**config.mk**
```make
export PLATFORM = sky130hd
export DESIGN_NAME = pfa_controller
export DESIGN_NICKNAME = d
export VERILOG_FILES = /design/src/rtl/pfa_pkg.sv /design/src/rtl/pfa_controller.sv
export SDC_FILE = /design/constraint.sdc
export NUM_CORES = 1
export LEC_CHECK = 0
export BUFFER_PORTS_ARGS = -buffer_cell sky130_fd_sc_hd__clkbuf_2
export CORE_UTILIZATION = 25
export CTS_CLUSTER_SIZE = 12
export DETAILED_ROUTE_END_ITERATION = 16
export GPL_TIMING_DRIVEN = 1
export SYNTH_ARGS = -nofsm -noshare
export SYNTH_HDL_FRONTEND = slang
export SYNTH_SLANG_ARGS = --single-unit
```
**constraint.sdc**
```tcl
create_clock -name clk -period 3.8 [get_ports clk]
set_clock_uncertainty 0.05 [all_clocks]
set_input_delay 0.19 -clock clk [delete_from_list [all_inputs] [get_ports clk]]
set_output_delay 0.19 -clock clk [all_outputs]
set_load 0.02 [all_outputs]
```
**src/rtl/pfa_pkg.sv**
```systemverilog
// shared types and constants of the partition fit allocator
// no dependencies; imported by every module and interface of the block
package pfa_pkg;

    localparam int NUM_BLOCKS_DEF = 64;
    localparam int SIZE_WIDTH_DEF = 16;

    localparam int MODE_W       = 1;
    localparam int INDEX_W      = 6;
    localparam int FIELD_SIZE_W = 16;
    localparam int POLICY_W     = 2;
    localparam int COUNT_W      = 7;
    localparam int CFG_INDEX_W  = 2;
    localparam int CFG_DATA_W   = 7;

    localparam logic [MODE_W-1:0] MODE_LOAD  = 1'b0;
    localparam logic [MODE_W-1:0] MODE_ALLOC = 1'b1;

    localparam logic [POLICY_W-1:0] POLICY_FIRST = 2'd0;
    localparam logic [POLICY_W-1:0] POLICY_BEST  = 2'd1;
    localparam logic [POLICY_W-1:0] POLICY_WORST = 2'd2;

    localparam logic [CFG_INDEX_W-1:0] CFG_IDX_POLICY = 2'd0;
    localparam logic [CFG_INDEX_W-1:0] CFG_IDX_COUNT  = 2'd1;

    // controller to datapath
    typedef struct packed {
        logic capture;
        logic rd_issue;
        logic commit_load;
        logic commit_alloc;
    } ctl_cmd_t;

    // datapath to controller
    typedef struct packed {
        logic req_is_alloc;
        logic limit_zero;
        logic scan_last;
    } dp_status_t;

endpackage

```
**src/rtl/pfa_controller.sv**
```systemverilog
// controller state machine of the partition fit allocator
// depends on pfa_pkg; steers pfa_datapath through ctl_cmd_t
module pfa_controller import pfa_pkg::*;
(
    input  logic       clk,
    input  logic       rst_n,
    input  logic       req_valid,
    output logic       req_ready,
    output logic       rsp_valid,
    input  logic       rsp_ready,
    input  dp_status_t status,
    output ctl_cmd_t   cmd
);

    typedef enum logic [4:0] {
        S_IDLE  = 5'b00001,
        S_LOAD  = 5'b00010,
        S_SCAN  = 5'b00100,
        S_DRAIN = 5'b01000,
        S_DONE  = 5'b10000
    } state_t;

    state_t state_reg;
    state_t state_next;
    logic   rsp_valid_reg;
    logic   rsp_valid_next;
    logic   slot_free;
    logic   commit;

    assign slot_free = !rsp_valid_reg || rsp_ready;

    always_comb
    begin
        state_next = state_reg;
        cmd        = '0;
        commit     = 1'b0;
        case (state_reg)
            S_IDLE:
            begin
                if (req_valid)
                begin
                    cmd.capture = 1'b1;
                    if (!status.req_is_alloc)
                        state_next = S_LOAD;
                    else if (status.limit_zero)
                        state_next = S_DONE;
                    else
                        state_next = S_SCAN;
                end
            end
            S_LOAD:
            begin
                if (slot_free)
                begin
                    cmd.commit_load = 1'b1;
                    commit          = 1'b1;
                    state_next      = S_IDLE;
                end
            end
            S_SCAN:
            begin
                cmd.rd_issue = 1'b1;
                if (status.scan_last)
                    state_next = S_DRAIN;
            end
            S_DRAIN:
            begin
                // last read is compared in this cycle
                state_next = S_DONE;
            end
            S_DONE:
            begin
                if (slot_free)
                begin
                    cmd.commit_alloc = 1'b1;
                    commit           = 1'b1;
                    state_next       = S_IDLE;
                end
            end
            default:
            begin
                state_next = S_IDLE;
            end
        endcase
    end

    always_comb
    begin
        if (commit)
            rsp_valid_next = 1'b1;
        else if (rsp_ready)
            rsp_valid_next = 1'b0;
        else
            rsp_valid_next = rsp_valid_reg;
    end

    always_ff @(posedge clk or negedge rst_n)
    begin
        if (!rst_n)
        begin
            state_reg     <= S_IDLE;
            rsp_valid_reg <= 1'b0;
        end
        else
        begin
            state_reg     <= state_next;
            rsp_valid_reg <= rsp_valid_next;
        end
    end

    assign req_ready = (state_reg == S_IDLE);
    assign rsp_valid = rsp_valid_reg;

endmodule

```
==> impl_results.md <==
* Clock power share at 18.2%
* Initial DRC count at 5
* Fin. Hold Viols at 0
* Leakage at 0.249 nW
* Vias in the first global route at 337
* Period utilization at 52.5%
* Mapped Area at 389 sq um
* CTS buffer count at 3
* TNS Setup at 0 ns
* Sw power at 0.000140 W
* Final core utilization at 36.9%
* R2R Path Start: state_reg[2]
* Initial antenna violation count at 0
* Max reg flops at 5
* CTS root buf: clkbuf_4
* Slew @ Worst Pin at 0.265 ns
* DRC errors left at 0
* Biggest area consumer among synthesized cells: dfrtp_1
* Global route overflow at 0
* Core ar. at 1370 sq um
* Starting Density at 28.5%
* Final Max Slew Viols at 0
* CP max FO at 7
* HP Class: in2reg
* Post-DP HPWL at 644 um
* Vias per cell at 4.92
* Rel. slew slack at 82.1%
* Hold path depth at 2
* Max Cap Violations at 0
* Synthesized flop and latch total at 6
* Port buffer count at 12
* Reg clk slew, reported paths at 0.04 ns
* Unrepaired setup endpoints after global routing: no
* Clk buf depth at 2
* First-pass GRT wire length at 1.32 mm
* Final Net Count at 66
* Worst Hold End: state_reg[0]
* Die area at 1720 sq um
* F_max at 502 MHz
* Tmin final at 1.99 ns
* Post-synth cell types at 25
* Drt pass-1 iters at 4
* Worst endpoint data arrival time at 1.75 ns
* Syn_nets at 48
* RR Endpoint: state_reg[4]
* Tot GR Track Use at 10.0%
* # fillers at 160
* Total clock sinks at 6
* Final ANT Viol Nets at 0
* Worst vdd ir at 0.256 mV
* Total wire length at 789 um
* Design Power at 0.000341 W
* WS Path Type: reg2out
* Seq/Total Area, Yosys at 38.9%
* Layout area overhead at 29.6%
* Worst Hold Launch: req_valid
* Crit end category: output port
* CP required at 3.56 ns
* Share of cells above drive strength 1 at 37.9%
* Setup violations, final at 0
* R2r setup slk at 2.20 ns
* Finished Cell Area at 504 sq um
* Element type at the critical path start: flop
* Die width at 41.5 um
* Die Y at 41.5 um
* WHS at 0.111 ns
* Skew-Pair Late Insertion Delay at 0.24 ns
* Row count at 13
* PwrDens at 677 nW/um^2
* Logic pwr share at 48.7%
* WL/cell at 10.8 um
* IO Pins at 13
* Int Pwr at 0.000201 W
* Placer Congestion at 0.721
* CTS H-tree depth at 1
* Seq pwr share at 33.1%
* Via Count at 359
* Post-CTS setup buffer count at 0
* Reg2Reg Depth at 4
* Largest net degree at the start of global routing at 9
* Top-area cell type share of the netlist area at 32.2%
* Ys Warns at 0
* Post-Syn Instances at 41
* Switching portion of total power at 41.0%
* DP Area at 468 sq um
* Ant diodes at 0
* Status: finished clean
* Ranking of synthesized cells by area: dfrtp_1, dfstp_2, nor3b_1
* Mean Syn Cell Area at 9.49 sq um
* CTS tree: yes
[cell usage after synthesis]
library cell / count
a21oi_1: 2
and3_1: 1
dfrtp_1: 5
dfstp_2: 1
inv_1: 4
mux2i_1: 1
nand2_1: 1
nand2_2: 1
nand2b_1: 2
nand3b_1: 2
nor2_1: 4
nor3_1: 1
nor3b_1: 3
nor3b_4: 1
o21ai_0: 2
o21ai_1: 1
o21bai_1: 1
o22ai_1: 1
o32ai_2: 1
o41ai_1: 1
or2_2: 1
or3_1: 1
or3_4: 1
or3b_4: 1
xnor2_1: 1
[routing by layer]
metal	share of wire [%]	wire [um]	vias up	track usage, %
li1	-	-	183	-
met1	47	374	164	12.9
met2	47	373	12	14.1
met3	5.2	41	0	2.61
met4	0	0	0	7.74
met5	0	0	-	0
[power by group through the flow]
stage          sequential, W   clock, W  combinational [W]
2_1_floorplan       0.000114          0           0.000120
3_3_place_gp        0.000112          0           0.000167
3_5_place_dp        0.000113          0           0.000167
4_1_cts             0.000112  0.0000651           0.000168
5_1_grt             0.000117  0.0000720           0.000182
6_report            0.000113  0.0000621           0.000166
[worst max path at each step]
| stage | startpoint | endpoint | slack, ns | cells past startpoint |
|---|---|---|---|---|
| finish | state_reg[1] | cmd[2] | 1.81 | 4 |
| CTS | state_reg[1] | cmd[2] | 1.79 | 4 |
| detailed placement | state_reg[1] | cmd[2] | 2.06 | 4 |
| global placement | state_reg[1] | cmd[2] | 2.09 | 4 |
| global route | state_reg[2] | cmd[0] | 1.72 | 4 |
| floorplan | state_reg[2] | cmd[0] | 2.00 | 3 |
[worst max-delay path: stages, from the launching register on]
cell	delay, ns
dfrtp_1	0.44
or3_4	0.44
or3b_4	0.42
inv_1	0.06
clkbuf_2	0.15
[placed cells by master (no fill, tap or decap), types with 2 or more instances in the layout]
master    count
nand3b_1      2
a21oi_1       2
dfrtp_1       5
nor3b_1       3
clkbuf_4      3
o21ai_0       2
clkbuf_2     12
inv_1         4
nand2b_1      2
nor2_1        4
[cells by family (layout without fill, tap and decap cells)]
kind of cell           Yosys count  after routing  share of synthesized area (%)
AO/OA/AOI/OAI                    9              9                           16.4
XOR/XNOR                         1              1                           2.25
buffers and inverters            4             21                           3.86
flip-flops                       6              6                           38.9
multiplexers                     1              1                           2.57
AND/OR/NAND/NOR                 20             20                           36.0
[stage by stage]
stage	worst slack (ns)	instances
after global placement	2.09	68
after floorplan	2.00	41
after CTS	1.79	73
after global routing	1.72	73
after detailed placement	2.06	68
final	1.81	73
[cell type report]
| type | instances | area [sq um] | area share [%] |
|---|---|---|---|
| clock buffers | 4 | 26.3 | 5.21 |
| repair buffers | 13 | 70.1 | 13.9 |
| inverters | 4 | 15.0 | 2.98 |
| well taps | 15 | 18.8 | 3.72 |
| flip-flops and latches | 6 | 151 | 30.0 |
| multi-input cells | 31 | 223 | 44.2 |
[repair_timing]
action / in CTS / in global routing
endpoints found under the hold margin: 6 / 0
hold buffers: 1 / 0
gates resized for setup: 0 / 0
endpoints found under the setup margin: 0 / 0
Note: power is estimated with default switching activity, not from simulation.
