$ cat src/rtl/pfa_pkg.sv
// shared types and constants of the partition fit allocator
// no dependencies; imported by every module and interface of the block
package pfa_pkg;

    localparam int NUM_BLOCKS_DEF = 64;
    localparam int SIZE_WIDTH_DEF = 16;

    localparam int MODE_W       = 1;
    localparam int INDEX_W      = 6;
    localparam int FIELD_SIZE_W = 16;
    localparam int POLICY_W     = 2;
    localparam int COUNT_W      = 7;
    localparam int CFG_INDEX_W  = 2;
    localparam int CFG_DATA_W   = 7;

    localparam logic [MODE_W-1:0] MODE_LOAD  = 1'b0;
    localparam logic [MODE_W-1:0] MODE_ALLOC = 1'b1;

    localparam logic [POLICY_W-1:0] POLICY_FIRST = 2'd0;
    localparam logic [POLICY_W-1:0] POLICY_BEST  = 2'd1;
    localparam logic [POLICY_W-1:0] POLICY_WORST = 2'd2;

    localparam logic [CFG_INDEX_W-1:0] CFG_IDX_POLICY = 2'd0;
    localparam logic [CFG_INDEX_W-1:0] CFG_IDX_COUNT  = 2'd1;

    // controller to datapath
    typedef struct packed {
        logic capture;
        logic rd_issue;
        logic commit_load;
        logic commit_alloc;
    } ctl_cmd_t;

    // datapath to controller
    typedef struct packed {
        logic req_is_alloc;
        logic limit_zero;
        logic scan_last;
    } dp_status_t;

endpackage

$ cat src/rtl/pfa_datapath.sv
// datapath: config registers, free size memory, scan compare and result register
// depends on pfa_pkg; driven by pfa_controller through ctl_cmd_t
module pfa_datapath import pfa_pkg::*;
#(
    parameter int NUM_BLOCKS = NUM_BLOCKS_DEF,
    parameter int SIZE_WIDTH = SIZE_WIDTH_DEF
)
(
    input  logic                    clk,
    input  logic                    rst_n,
    input  ctl_cmd_t                cmd,
    output dp_status_t              status,
    input  logic [MODE_W-1:0]       in_mode,
    input  logic [INDEX_W-1:0]      in_index,
    input  logic [FIELD_SIZE_W-1:0] in_size,
    input  logic                    cfg_we,
    input  logic [CFG_INDEX_W-1:0]  cfg_index,
    input  logic [CFG_DATA_W-1:0]   cfg_data,
    output logic                    res_granted,
    output logic [INDEX_W-1:0]      res_partition,
    output logic [FIELD_SIZE_W-1:0] res_remaining
);

    localparam int IDX_W = (NUM_BLOCKS > 1) ? $clog2(NUM_BLOCKS) : 1;
    localparam int CNT_W = $clog2(NUM_BLOCKS + 1);

    logic [POLICY_W-1:0]   policy_reg;
    logic [COUNT_W-1:0]    count_reg;
    logic [CNT_W-1:0]      limit;

    logic [INDEX_W-1:0]    idx_reg;
    logic [SIZE_WIDTH-1:0] size_reg;
    logic [CNT_W-1:0]      addr_reg;
    logic                  rd_pend_reg;
    logic [SIZE_WIDTH-1:0] rd_data_reg;
    logic [IDX_W-1:0]      rd_idx_reg;
    logic                  found_reg;
    logic [SIZE_WIDTH-1:0] best_reg;
    logic [IDX_W-1:0]      pick_reg;

    logic                  res_granted_reg;
    logic [INDEX_W-1:0]    res_partition_reg;
    logic [FIELD_SIZE_W-1:0] res_remaining_reg;

    logic [SIZE_WIDTH-1:0] mem [NUM_BLOCKS];
    logic                  wr_en;
    logic [IDX_W-1:0]      wr_addr;
    logic [SIZE_WIDTH-1:0] wr_data;

    logic                  fits;
    logic                  take;
    logic                  idx_ok;
    logic [SIZE_WIDTH-1:0] left_after;

    // config registers
    always_ff @(posedge clk or negedge rst_n)
    begin
        if (!rst_n)
        begin
            policy_reg <= POLICY_FIRST;
            count_reg  <= '0;
        end
        else if (cfg_we)
        begin
            case (cfg_index)
                CFG_IDX_POLICY: policy_reg <= cfg_data[POLICY_W-1:0];
                CFG_IDX_COUNT:  count_reg  <= cfg_data[COUNT_W-1:0];
                default:        ;
            endcase
        end
    end

    // searched range clipped to the table
    always_comb
    begin
        if (32'(count_reg) > 32'(NUM_BLOCKS))
            limit = CNT_W'(NUM_BLOCKS);
        else
            limit = CNT_W'(count_reg);
    end

    assign status.req_is_alloc = (in_mode == MODE_ALLOC);
    assign status.limit_zero   = (limit == '0);
    assign status.scan_last    = ((addr_reg + CNT_W'(1)) == limit);

    assign fits       = (rd_data_reg >= size_reg);
    assign take       = rd_pend_reg && fits &&
                        (!found_reg ||
                         ((policy_reg == POLICY_BEST) && (rd_data_reg < best_reg)) ||
                         ((policy_reg == POLICY_WORST) && (rd_data_reg > best_reg)));
    assign idx_ok     = (32'(idx_reg) < 32'(NUM_BLOCKS));
    assign left_after = best_reg - size_reg;

    // item capture and scan bookkeeping
    always_ff @(posedge clk)
    begin
        if (cmd.capture)
        begin
            idx_reg  <= in_index;
            size_reg <= SIZE_WIDTH'(in_size);
        end
        if (cmd.rd_issue)
        begin
            rd_data_reg <= mem[addr_reg[IDX_W-1:0]];
            rd_idx_reg  <= addr_reg[IDX_W-1:0];
        end
        if (take)
        begin
            best_reg <= rd_data_reg;
            pick_reg <= rd_idx_reg;
        end
    end

    always_ff @(posedge clk or negedge rst_n)
    begin
        if (!rst_n)
        begin
            addr_reg    <= '0;
            rd_pend_reg <= 1'b0;
            found_reg   <= 1'b0;
        end
        else
        begin
            rd_pend_reg <= cmd.rd_issue;
            if (cmd.capture)
            begin
                addr_reg  <= '0;
                found_reg <= 1'b0;
            end
            else
            begin
                if (cmd.rd_issue)
                    addr_reg <= addr_reg + CNT_W'(1);
                if (take)
                    found_reg <= 1'b1;
            end
        end
    end

    // single write port shared by loads and allocations
    always_comb
    begin
        wr_en   = 1'b0;
        wr_addr = pick_reg;
        wr_data = left_after;
        if (cmd.commit_load)
        begin
            wr_en   = idx_ok;
            wr_addr = IDX_W'(idx_reg);
            wr_data = size_reg;
        end
        else if (cmd.commit_alloc)
        begin
            wr_en = found_reg;
        end
    end

    always_ff @(posedge clk)
    begin
        if (wr_en)
            mem[wr_addr] <= wr_data;
    end

    // result register
    always_ff @(posedge clk)
    begin
        if (cmd.commit_load)
        begin
            res_granted_reg   <= idx_ok;
            res_partition_reg <= idx_ok ? idx_reg : '0;
            res_remaining_reg <= idx_ok ? FIELD_SIZE_W'(size_reg) : '0;
        end
        else if (cmd.commit_alloc)
        begin
            res_granted_reg   <= found_reg;
            res_partition_reg <= found_reg ? INDEX_W'(pick_reg) : '0;
            res_remaining_reg <= found_reg ? FIELD_SIZE_W'(left_after) : '0;
        end
    end

    assign res_granted   = res_granted_reg;
    assign res_partition = res_partition_reg;
    assign res_remaining = res_remaining_reg;

endmodule

$ cat config.mk
export PLATFORM = sky130hd
export DESIGN_NAME = pfa_datapath
export DESIGN_NICKNAME = d
export VERILOG_FILES = /design/src/rtl/pfa_pkg.sv /design/src/rtl/pfa_datapath.sv
export SDC_FILE = /design/constraint.sdc
export NUM_CORES = 1
export LEC_CHECK = 0
export BUFFER_PORTS_ARGS = -buffer_cell sky130_fd_sc_hd__buf_4
export CORE_MARGIN = 3
export CORE_UTILIZATION = 45
export CTS_BUF_LIST = sky130_fd_sc_hd__clkbuf_4 sky130_fd_sc_hd__clkbuf_8
export DETAILED_ROUTE_END_ITERATION = 12
export GPL_ROUTABILITY_DRIVEN = 0
export GPL_TIMING_DRIVEN = 0
export PLACE_DENSITY_LB_ADDON = 0.05
export SETUP_SLACK_MARGIN = 0.02
export SLEW_MARGIN = 20
export SYNTH_ARGS = -nofsm -noshare
export SYNTH_HDL_FRONTEND = slang
export SYNTH_SLANG_ARGS = --single-unit
$ cat constraint.sdc
create_clock -name clk -period 6.1 [get_ports clk]
set_clock_uncertainty 0.2 [all_clocks]
set_input_delay 1.525 -clock clk [delete_from_list [all_inputs] [get_ports clk]]
set_output_delay 1.525 -clock clk [all_outputs]
set_load 0.01 [all_outputs]
==> results.ini <==
[status]
status = complete, no violations

[final_layout]
top_register = mem
design_area_um2 = 52900
syn_to_final_growth_pct = 17.0
drive_above_1_share_pct = 28.3
n_fill_cell = 7826
largest_reg_flops = 1024
nNetsFinal = 2812

[die]
row_count = 115
dieArea_um2 = 104000
fp.dieW_um = 323
fp.dieH_um = 323
initial_core_util_pct = 45.6
pin_count = 65
design.core.area_um2 = 99000

[global_route]
grt_pass1_wl_mm = 181
grt_overflow = 0
antenna_found_initial = 7
grt.total_usage_pct = 24.8
grt_max_degree = 57
grt_pass1_vias = 24600

[sta]
rsz0062_at_grt = no
timing.hold.ws_ns = 0.218
finalCriticalPeriod_ns = 4.97
slew_violations = 0
fin_tns_setup_ns = 0
worst_pin_slew_ns = 1.01
max_freq_mhz = 201
period_share_pct = 81.5
finalSetupViolations = 0
maxSlewHeadroom_pct = 33.0
hold_violations = 0

[clocking]
clkLatencyLatePin_ns = 0.84
cts-buffers-inserted = 185
cts_setup_buffers = 0
post_cts_resized = 0
htree_levels = 4
cts-root-buf = clkbuf_8
ctsHoldBuffers = 0
clockBufferDepth = 3
cts.clk_slew.worst_paths_ns = 0.06
cts.sinks = 1131
cts_tree = done

[logic_synthesis]
synth_compound_area_share_pct = 5.57
synth_commonest_cells = 1112 x edfxtp_1, 192 x mux4_2, 98 x mux2i_1, 93 x nor2_1, 90 x nand2_1
synth_most_common_cell = edfxtp_1
yosys.area.top_type = edfxtp_1
async_reset_ff_share_pct = 1.59
synth_top_family_by_area = multiplexers
yosysUniqueCellTypes = 61
syn-num-nets = 2472
synth_fa_ha_area_share_pct = 1.37
yosys_warnings = 0
ys_ff_latch = 1131
synth_area_um2 = 45200
synthMuxAreaShare_pct = 12.8
yosysTopAreaCellShare_pct = 73.9
syn_area_per_cell_um2 = 19.0
synthCells = 2384
yosysSeqAreaShare_pct = 74.9
synth_simple_gate_area_share_pct = 2.89
synth_xor_area_share_pct = 0.523
synth_top_flop_cell = edfxtp_1
synth.area.top_cells = edfxtp_1 74%, mux4_2 9.6%, mux2i_1 2.2%
synth_edf_count = 1112

[routing]
dr.first_iter.drc_count = 2669
wl_per_cell_um = 30.8
via_per_inst = 5.94
first_pass_iters = 8
vias = 24700
drc = 0
antenna_left = 0
routed_wirelength_mm = 128

[critical_path]
worstReg2RegEnd = rd_data_reg[6]
r2r_slack_ns = 2.05
worstRegToRegCells = 9
cp.arrival_ns = 3.25
worstSetupPathType = flip-flop to primary output
required_ns = 4.38
regToRegStartpoint = addr_reg[2]
cp-end-kind = primary output
cp_max_fo = 10
cp-start-kind = flip-flop

[worst_hold_path]
worstHoldStart = rd_idx_reg[3]
hold_end = pick_reg[3]
hold_path_depth = 0
hold_path.class = flip-flop to flip-flop

[power_and_ir_drop]
ir_worst_vdd_uv = 191
power_frac_seq_pct = 51.4
pwr-share-comb_pct = 12.2
p_leak_nw = 17.1
cell_internal_pwr_mw = 13.2
p_clk_share_pct = 36.3
p_per_area_nw_per_um2 = 333
swShare_pct = 25.0
power.switching_mw = 4.41

[placement]
numPortBuffers = 62
postPlaceCellArea_um2 = 49300
dp_hpwl_mm = 90.5

[flow_run]
drv_cap = 0

## worst max path at each step
stage	slack, ns	cells past startpoint	from	end
2_1_floorplan	0.51	4	cmd[1]	mem[0][2]
3_3_place_gp	-6.08	4	cmd[1]	mem[58][6]
3_5_place_dp	0.94	7	cmd[1]	mem[18][8]
4_1_cts	1.07	11	addr_reg[0]	status[0]
5_1_grt	0.97	8	addr_reg[3]	status[0]
6_report	1.13	11	addr_reg[0]	status[0]
## layout make-up
| type | instances | area, um^2 | area share [%] |
|---|---|---|---|
| buffer | 129 | 691 | 1.31 |
| clock buffer | 243 | 3010 | 5.69 |
| clock inverter | 83 | 539 | 1.02 |
| inverter | 42 | 158 | 0.298 |
| tap | 1287 | 1610 | 3.05 |
| timing repair buffer | 153 | 2140 | 4.05 |
| multi-input combinational | 1082 | 10800 | 20.5 |
| sequential | 1131 | 33900 | 64.1 |
| antenna | 8 | 20.0 | 0.0379 |
## critical path, cell delays in order, from the launching register on
cell	delay, ns
dfrtp_1	0.42
buf_2	0.18
buf_6	0.24
buf_6	0.24
buf_6	0.21
nand2_1	0.16
nor3b_1	0.23
nor2_1	0.08
o22ai_1	0.21
nand4_1	0.12
a31oi_1	0.16
buf_4	0.16
## power by group through the flow
stage,combinational (mW),sequential [mW],clock [mW]
final,2.16,9.07,6.40
after global routing,2.28,9.07,6.90
after CTS,2.16,9.07,6.54
after detailed placement,2.15,9.23,0
after global placement,1.75,9.40,0
after floorplan,0.993,9.27,0
## layout by cell type, fill, tap and decap left out, types with 48 or more instances in the layout
cell,n
nor2_2,57
a22oi_1,66
mux2i_1,98
mux4_2,192
a21oi_1,86
edfxtp_1,1112
clkbuf_1,60
buf_4,79
ha_1,48
o221ai_1,48
nand2_1,90
o21ai_0,73
clkbuf_4,54
clkbuf_8,189
## metrics by stage
stage               instances  total power, mW  setup slack (ns)  util, %
global route             4152             18.3             0.966     53.4
detailed placement       3824             11.4             0.941     49.8
CTS                      4150             17.8              1.07     53.4
floorplan                2384             10.3             0.512        -
finish                   4158             17.6              1.13     53.4
global placement         3733             11.2             -6.08     47.7
## kinds of logic after synthesis
kind of cell               Yosys count
xor gates and xnor gates            27
DFF                               1131
adders and majority gates           49
muxes                              334
AOI/OAI and AO/OA                  391
buffers and inverters              171
and+or+nand+nor                    281
## layer usage
layer | routed length, um | track usage (%) | share of wire (%) | up-vias
li1 | - | - | - | 10500
met3 | 9490 | 5.14 | 7.4 | 213
met1 | 56900 | 36.6 | 45 | 13000
met2 | 57400 | 36.9 | 45 | 1050
met4 | 4040 | 9.08 | 3.2 | 2
met5 | 13 | 0 | 0.010 | -
No activity file was read; power rests on OpenSTA's default activity.
